$ cat src/sv/ffha_pkg.sv
// ----------------------------------------------------------------------------
// ffha_pkg
// Types, codes and defaults shared by the first-fit heap allocator modules.
// ----------------------------------------------------------------------------
package ffha_pkg;

  // default sizing
  localparam int unsigned MAX_BLOCKS_DEF   = 64;
  localparam int unsigned HEADER_BYTES_DEF = 32;
  localparam int unsigned ALIGN_BYTES_DEF  = 8;

  localparam logic [31:0] HEAP_LIMIT_RST = 32'd1048576;

  // request kinds
  localparam logic KIND_ALLOC = 1'b0;
  localparam logic KIND_FREE  = 1'b1;

  // result status codes
  localparam logic [2:0] ST_OK       = 3'd0;
  localparam logic [2:0] ST_ZERO     = 3'd1;
  localparam logic [2:0] ST_NO_HEAP  = 3'd2;
  localparam logic [2:0] ST_TBL_FULL = 3'd3;
  localparam logic [2:0] ST_BAD_FREE = 3'd4;

  // input transaction
  typedef struct packed {
    logic        kind;
    logic [31:0] request_size;
    logic [31:0] payload_address;
  } req_t;

  // result transaction
  typedef struct packed {
    logic [31:0] result_address;
    logic [2:0]  status;
  } rsp_t;

  // one block table entry
  typedef struct packed {
    logic [31:0] start;
    logic [31:0] size;
    logic        used;
  } entry_t;

  // datapath operations
  typedef enum logic [4:0] {
    CMD_NONE,
    CMD_LOAD,
    CMD_DIV,
    CMD_ROUND,
    CMD_SCAN_RD,
    CMD_SCAN_NEXT,
    CMD_TAKE,
    CMD_SW_RD,
    CMD_SW_WR,
    CMD_SPLIT,
    CMD_WR_CUR,
    CMD_GROW,
    CMD_NXT_RD,
    CMD_MERGE_N,
    CMD_MERGE_P,
    CMD_DROP_END,
    CMD_FIN
  } cmd_e;

  typedef struct packed {
    cmd_e       op;
    logic [2:0] status;
  } dp_cmd_t;

  typedef struct packed {
    logic is_free;
    logic req_zero;
    logic addr_zero;
    logic div_done;
    logic scan_end;
    logic hit;
    logic hit_used;
    logic can_split;
    logic grow_ovf;
    logic tbl_full;
    logic has_next;
    logic next_merge;
    logic prev_merge;
    logic sweep_done;
  } dp_sts_t;

endpackage

$ cat src/sv/ffha_ctrl.sv
// ----------------------------------------------------------------------------
// ffha_ctrl
// Allocator controller: sequences rounding, scan, split, grow and merge
// steps on the datapath.
// ----------------------------------------------------------------------------
module ffha_ctrl import ffha_pkg::*; (
  input  logic    clk_i,
  input  logic    rst_ni,
  input  logic    start,
  output logic    busy,
  input  dp_sts_t sts_i,
  output dp_cmd_t cmd_o
);

  typedef enum logic [19:0] {
    S_IDLE     = 20'h00001,
    S_PREP     = 20'h00002,
    S_DIV      = 20'h00004,
    S_ROUND    = 20'h00008,
    S_SCAN_RD  = 20'h00010,
    S_SCAN_CHK = 20'h00020,
    S_UP_RD    = 20'h00040,
    S_UP_WR    = 20'h00080,
    S_SPLIT    = 20'h00100,
    S_WR_CUR   = 20'h00200,
    S_GROW     = 20'h00400,
    S_NXT_RD   = 20'h00800,
    S_NXT_CHK  = 20'h01000,
    S_DN1_RD   = 20'h02000,
    S_DN1_WR   = 20'h04000,
    S_PRV_CHK  = 20'h08000,
    S_WR_P     = 20'h10000,
    S_DN2_RD   = 20'h20000,
    S_DN2_WR   = 20'h40000,
    S_FIN      = 20'h80000
  } state_e;

  state_e     state_q, state_d;
  logic [2:0] code_q, code_d;

  // next state and command
  always_comb begin
    state_d       = state_q;
    code_d        = code_q;
    cmd_o.op      = CMD_NONE;
    cmd_o.status  = code_q;
    case (state_q)
      S_IDLE: begin
        if (start) begin
          cmd_o.op = CMD_LOAD;
          state_d  = S_PREP;
        end
      end
      S_PREP: begin
        if (sts_i.is_free ? sts_i.addr_zero : sts_i.req_zero) begin
          code_d  = ST_ZERO;
          state_d = S_FIN;
        end else begin
          state_d = sts_i.is_free ? S_SCAN_RD : S_DIV;
        end
      end
      S_DIV: begin
        cmd_o.op = CMD_DIV;
        if (sts_i.div_done) begin
          state_d = S_ROUND;
        end
      end
      S_ROUND: begin
        cmd_o.op = CMD_ROUND;
        state_d  = S_SCAN_RD;
      end
      // first-fit / lookup scan: read an entry, then check it
      S_SCAN_RD: begin
        if (sts_i.scan_end) begin
          if (sts_i.is_free) begin
            code_d  = ST_BAD_FREE;
            state_d = S_FIN;
          end else begin
            state_d = S_GROW;
          end
        end else begin
          cmd_o.op = CMD_SCAN_RD;
          state_d  = S_SCAN_CHK;
        end
      end
      S_SCAN_CHK: begin
        if (!sts_i.hit) begin
          cmd_o.op = CMD_SCAN_NEXT;
          state_d  = S_SCAN_RD;
        end else if (sts_i.is_free) begin
          if (sts_i.hit_used) begin
            cmd_o.op = CMD_TAKE;
            state_d  = S_NXT_RD;
          end else begin
            code_d  = ST_BAD_FREE;
            state_d = S_FIN;
          end
        end else begin
          cmd_o.op = CMD_TAKE;
          state_d  = sts_i.can_split ? S_UP_RD : S_WR_CUR;
        end
      end
      // open a slot after the taken block
      S_UP_RD: begin
        if (sts_i.sweep_done) begin
          state_d = S_SPLIT;
        end else begin
          cmd_o.op = CMD_SW_RD;
          state_d  = S_UP_WR;
        end
      end
      S_UP_WR: begin
        cmd_o.op = CMD_SW_WR;
        state_d  = S_UP_RD;
      end
      S_SPLIT: begin
        cmd_o.op = CMD_SPLIT;
        state_d  = S_WR_CUR;
      end
      S_WR_CUR: begin
        cmd_o.op = CMD_WR_CUR;
        code_d   = ST_OK;
        state_d  = S_FIN;
      end
      // append at heap end
      S_GROW: begin
        if (sts_i.grow_ovf) begin
          code_d = ST_NO_HEAP;
        end else if (sts_i.tbl_full) begin
          code_d = ST_TBL_FULL;
        end else begin
          cmd_o.op = CMD_GROW;
          code_d   = ST_OK;
        end
        state_d = S_FIN;
      end
      // merge with next neighbor
      S_NXT_RD: begin
        if (sts_i.has_next) begin
          cmd_o.op = CMD_NXT_RD;
          state_d  = S_NXT_CHK;
        end else begin
          state_d = S_PRV_CHK;
        end
      end
      S_NXT_CHK: begin
        if (sts_i.next_merge) begin
          cmd_o.op = CMD_MERGE_N;
          state_d  = S_DN1_RD;
        end else begin
          state_d = S_PRV_CHK;
        end
      end
      S_DN1_RD: begin
        if (sts_i.sweep_done) begin
          cmd_o.op = CMD_DROP_END;
          state_d  = S_PRV_CHK;
        end else begin
          cmd_o.op = CMD_SW_RD;
          state_d  = S_DN1_WR;
        end
      end
      S_DN1_WR: begin
        cmd_o.op = CMD_SW_WR;
        state_d  = S_DN1_RD;
      end
      // merge with previous neighbor
      S_PRV_CHK: begin
        if (sts_i.prev_merge) begin
          cmd_o.op = CMD_MERGE_P;
          state_d  = S_WR_P;
        end else begin
          cmd_o.op = CMD_WR_CUR;
          code_d   = ST_OK;
          state_d  = S_FIN;
        end
      end
      S_WR_P: begin
        cmd_o.op = CMD_WR_CUR;
        state_d  = S_DN2_RD;
      end
      S_DN2_RD: begin
        if (sts_i.sweep_done) begin
          cmd_o.op = CMD_DROP_END;
          code_d   = ST_OK;
          state_d  = S_FIN;
        end else begin
          cmd_o.op = CMD_SW_RD;
          state_d  = S_DN2_WR;
        end
      end
      S_DN2_WR: begin
        cmd_o.op = CMD_SW_WR;
        state_d  = S_DN2_RD;
      end
      S_FIN: begin
        cmd_o.op = CMD_FIN;
        state_d  = S_IDLE;
      end
      default: state_d = S_IDLE;
    endcase
  end

  always_ff @(posedge clk_i or negedge rst_ni) begin
    if (!rst_ni) begin
      state_q <= S_IDLE;
      code_q  <= ST_OK;
    end else begin
      state_q <= state_d;
      code_q  <= code_d;
    end
  end

  assign busy = (state_q != S_IDLE);

endmodule

$ cat config.mk
export PLATFORM = sky130hd
export DESIGN_NAME = ffha_ctrl
export DESIGN_NICKNAME = d
export VERILOG_FILES = /design/src/sv/ffha_pkg.sv /design/src/sv/ffha_ctrl.sv
export SDC_FILE = /design/constraint.sdc
export NUM_CORES = 1
export LEC_CHECK = 0
export BUFFER_PORTS_ARGS = -buffer_cell sky130_fd_sc_hd__buf_4
export CAP_MARGIN = 20
export CORE_MARGIN = 2
export CORE_UTILIZATION = 39
export DETAILED_ROUTE_END_ITERATION = 8
export PLACE_DENSITY = 0.59
export SETUP_SLACK_MARGIN = 0.4
export SLEW_MARGIN = 20
export SYNTH_ARGS = -nofsm -noshare
export SYNTH_HDL_FRONTEND = slang
export SYNTH_SLANG_ARGS = --single-unit
$ cat constraint.sdc
create_clock -name clk_i -period 2.9 [get_ports clk_i]
set_clock_uncertainty 0.2 [all_clocks]
set_input_delay 0.58 -clock clk_i [delete_from_list [all_inputs] [get_ports clk_i]]
set_output_delay 0.58 -clock clk_i [all_outputs]
set_load 0.03 [all_outputs]
Word level (Yosys, flattened, before mapping)
Cells that the tools add are included.
W data, S select, Z words.
{"block": "word_totals", "reg_bits": 23, "output_inout_bits": 9, "elab_cells": 83}
{"block": "classes", "eq_ne": 31, "muxes": 42, "n_reduce_logical": 8}
{"op": "$pmux W20 S17", "count": 1}
{"op": "$mux W20", "count": 10}
{"op": "$pmux W5 S15", "count": 1}
{"op": "$mux W16", "count": 3}
{"op": "$mux W3", "count": 12}
{"op": "$pmux W3 S7", "count": 1}
{"op": "$eq A20 B1 Y1 const B", "count": 1}
{"op": "$eq A20 B10 Y1 const B", "count": 1}
{"op": "$eq A20 B11 Y1 const B", "count": 1}
{"op": "$eq A20 B12 Y1 const B", "count": 1}
{"op": "$eq A20 B13 Y1 const B", "count": 1}
{"op": "$eq A20 B14 Y1 const B", "count": 1}
{"op": "$eq A20 B15 Y1 const B", "count": 1}
{"op": "$eq A20 B16 Y1 const B", "count": 1}
{"op": "$eq A20 B17 Y1 const B", "count": 1}
{"op": "$eq A20 B18 Y1 const B", "count": 1}
{"op": "$eq A20 B19 Y1 const B", "count": 1}
{"op": "$eq A20 B2 Y1 const B", "count": 1}
{"op": "$eq A20 B20 Y1 const B", "count": 1}
{"op": "$eq A20 B3 Y1 const B", "count": 1}
{"op": "$eq A20 B4 Y1 const B", "count": 1}
{"op": "$eq A20 B5 Y1 const B", "count": 1}
{"op": "$eq A20 B6 Y1 const B", "count": 1}
{"op": "$eq A20 B7 Y1 const B", "count": 1}
{"op": "other kinds (15)", "count": 35}

Longest topological paths before layout
{"block": "depth", "depth_word": 4, "depth_mapped": 6, "mapped_depth_nobuf": 5}

Worst setup path after synthesis
OpenSTA, ideal clock, no wires.
{"block": "synth_timing", "path_kind": "register to output", "start": "register state_q[16]", "end": "output cmd_o[3] (netlist name)", "arrival_time_ns": 2.298, "t_required_ns": 2.120, "slack_ns": -0.178, "path_stages_with_launch": 7, "n_path_buf": 1, "path_cell_list": "dfrtp_1 > or4_1 > buf_4 > nor4_4 > nand4b_2 > o22a_1 > nand4_1"}
{"element": "from (decl)", "line": "ffha_ctrl.sv:38", "rtl": "state_e state_q, state_d;"}
{"element": "from (signal assigned)", "line": "ffha_ctrl.sv:209", "rtl": "state_q <= state_d;"}
{"element": "to (decl)", "line": "ffha_ctrl.sv:12", "rtl": "output dp_cmd_t cmd_o"}

==> flow_summary.json <==
{
  "crit_required_ns": 2.12,
  "grt_pass1_vias": 1903,
  "post-place-ws_ns": -0.0951,
  "cts.clk_slew.worst_paths_ns": 0.09,
  "yosys.area.top_type": "dfrtp_1",
  "core-area_um2": 4030,
  "overflow": 0,
  "numPortBuffers": 25,
  "clock-sinks": 23,
  "slew_viol_final": 0,
  "drt_iter0_drc": 129,
  "critPathMaxFanout": 7,
  "comb_power_share": 0.591,
  "p_sw_mw": 0.592,
  "netlist_area_um2": 1650,
  "vias_per_cell": 5.93,
  "tightest_slew_ns": 0.722,
  "violations": "setup timing",
  "power.density_nw_per_um2": 555,
  "synth_top_cells_by_count": "dfrtp_1, nor2_1, inv_1, nand2_1, nor3_1",
  "antenna_found_initial": 0,
  "rsz0062_at_grt": "yes",
  "crit_type": "reg -> out",
  "drtPass1Iterations": 4,
  "root_buffer": "clkbuf_8",
  "grt_max_degree": 24,
  "max_cap_viol_count": 0,
  "fin_tns_setup_ns": -0.854,
  "fin_nets": 285,
  "fin_ws_ns": -0.245,
  "netlist_top_cells_area": "dfrtp_1, nor4_2, nor2_1",
  "insertedDiodeCount": 0,
  "period_share": 1.08,
  "area_growth_pct": 60.9,
  "syn_avg_cell_area_um2": 9.14,
  "drive_above_1_share": 0.506,
  "synth.most_common_cell": "dfrtp_1",
  "die_x_um": 69.0,
  "power.share.clock": 0.142,
  "synthFlopType": "dfrtp_1",
  "dr_total_vias": 1880,
  "period_needed_ns": 3.14,
  "syn-num-nets": 197,
  "startpoint_type": "flop",
  "io_pins": 26,
  "worstPathArrival_ns": 2.36,
  "start_util": 0.408,
  "cts_tree": "done",
  "die_h_um": 69.0,
  "synth_edf_count": 0,
  "numCtsBuffers": 3,
  "power_frac_seq": 0.267,
  "setup_viol": 5,
  "dieArea_um2": 4750,
  "htreeDepth": 1,
  "wl_per_cell_um": 18.7,
  "fmax_ghz": 0.318,
  "relSlewSlack": 0.517,
  "synth_cell_types": 52,
  "ir_worst_vdd_v": 0.000424,
  "insertion_delay_ns": 0.27,
  "ys_seq_elements": 23,
  "clock_tree.buffer_depth": 2,
  "power.share.switching": 0.403,
  "grt_pass1_wl_um": 9220,
  "postSynth.asyncResetShare": 1.00,
  "min_path_type": "in -> reg",
  "status": "finished with violations",
  "leakagePower_nw": 1.18,
  "antenna_left": 0,
  "ys_seq_area_frac": 0.351,
  "std_cell_rows": 23,
  "ys_warn_count": 0,
  "hold_violations": 0,
  "routed_wl_um": 5940,
  "syn_inst": 180,
  "synth_top_area_share": 0.335,
  "hpwl_um": 4470,
  "route.detailed.drc": 0,
  "gp_congestion": 1.00,
  "intPower_mw": 0.877,
  "track_usage": 0.269,
  "worstSetupEndpointType": "primary output"
}
## what timing repair did
action	CTS	global route
endpoints found under the hold margin	13	0
pin swaps	13	12
setup buffers	16	4
resized for setup	33	15
hold buffers	1	0
setup endpoints to repair	7	10
## final timing paths
check                            startpoint  slack [ns]     endpoint  cells after the start
max in group asynchronous            rst_ni        1.67   state_q[0]                      2
worst max-delay path            state_q[17]       -0.24     cmd_o[3]                      8
worst min-delay path              sts_i[11]        0.29   state_q[4]                      2
min in group asynchronous            rst_ni        0.53  state_q[18]                      2
worst min register to register    code_q[1]        0.33    code_q[1]                      2
worst max register to register  state_q[17]        0.20    code_q[2]                      8
## final cells by class
type / instances / area, µm²
flip-flops and latches: 23 / 579
fillers: 363 / 1380
clock inverters: 1 / 5.00
multi-input cells: 145 / 1220
repair buffers: 85 / 704
inverters: 10 / 37.5
clock buffers: 3 / 41.3
well taps: 50 / 62.6
## power groups by stage
| stage | combinational [mW] | clock (mW) | sequential (mW) |
|---|---|---|---|
| CTS | 0.819 | 0.213 | 0.391 |
| global route | 0.922 | 0.226 | 0.395 |
| floorplan | 0.335 | 0 | 0.425 |
| detailed placement | 0.638 | 0 | 0.395 |
| finish | 0.868 | 0.209 | 0.392 |
| global placement | 0.634 | 0 | 0.393 |
## state kept, by name, summed over array words and instances, names as in the netlist
name,count
state_q,20
code_q,3
## worst max-delay path, cell delays in order, from the launching register on
cell     delay (ns)
dfrtp_1        0.41
or4_4          0.55
buf_8          0.16
nor4_4         0.19
buf_4          0.18
nand2_1        0.05
o32a_1         0.31
nand4_1        0.10
buf_6          0.14
## cell usage in the layout, fill, tap and decap left out, types with 3 or more instances in the layout
cell,count
or3_1,3
nor3_1,9
nand2_1,9
inv_1,10
nor4_4,5
nor2_1,18
nand4_1,6
buf_4,68
nand2b_1,6
xnor2_1,4
dfrtp_1,20
o31ai_1,3
or4_1,3
nand3_1,4
or4_4,8
nor4b_1,4
buf_6,15
or2_2,4
clkbuf_8,3
nor4_2,6
## layer usage
layer | part of all wire | vias up | track usage | wire (µm)
li1 | - | 885 | - | -
met1 | 0.42 | 909 | 0.336 | 2490
met2 | 0.50 | 64 | 0.448 | 2950
met3 | 0.045 | 22 | 0.0438 | 265
met4 | 0.040 | 0 | 0.132 | 238
met5 | 0 | - | 0 | 0
## through the flow
| step | cells | power, mW | hold slack, ns | util | cell area, µm² |
|---|---|---|---|---|---|
| 6_report | 317 | 1.47 | 0.286 | 0.657 | 2650 |
| 5_1_grt | 317 | 1.54 | 0.287 | 0.657 | 2650 |
| 4_1_cts | 313 | 1.42 | 0.282 | 0.632 | 2550 |
| 3_5_place_dp | 292 | 1.03 | 0.294 | 0.549 | 2210 |
| 3_3_place_gp | 292 | 1.03 | 0.293 | 0.549 | 2210 |
| 2_1_floorplan | 180 | 0.760 | 0.0844 | - | 1680 |
## logic make-up after synthesis
logic type / synth area share
AOI/OAI and AO/OA: 0.152
xor gates and xnor gates: 0.0266
buffers and inverters: 0.0297
DFF: 0.351
muxes: 0.00608
and+or+nand+nor: 0.435
Power figures use the tool's default switching activity.
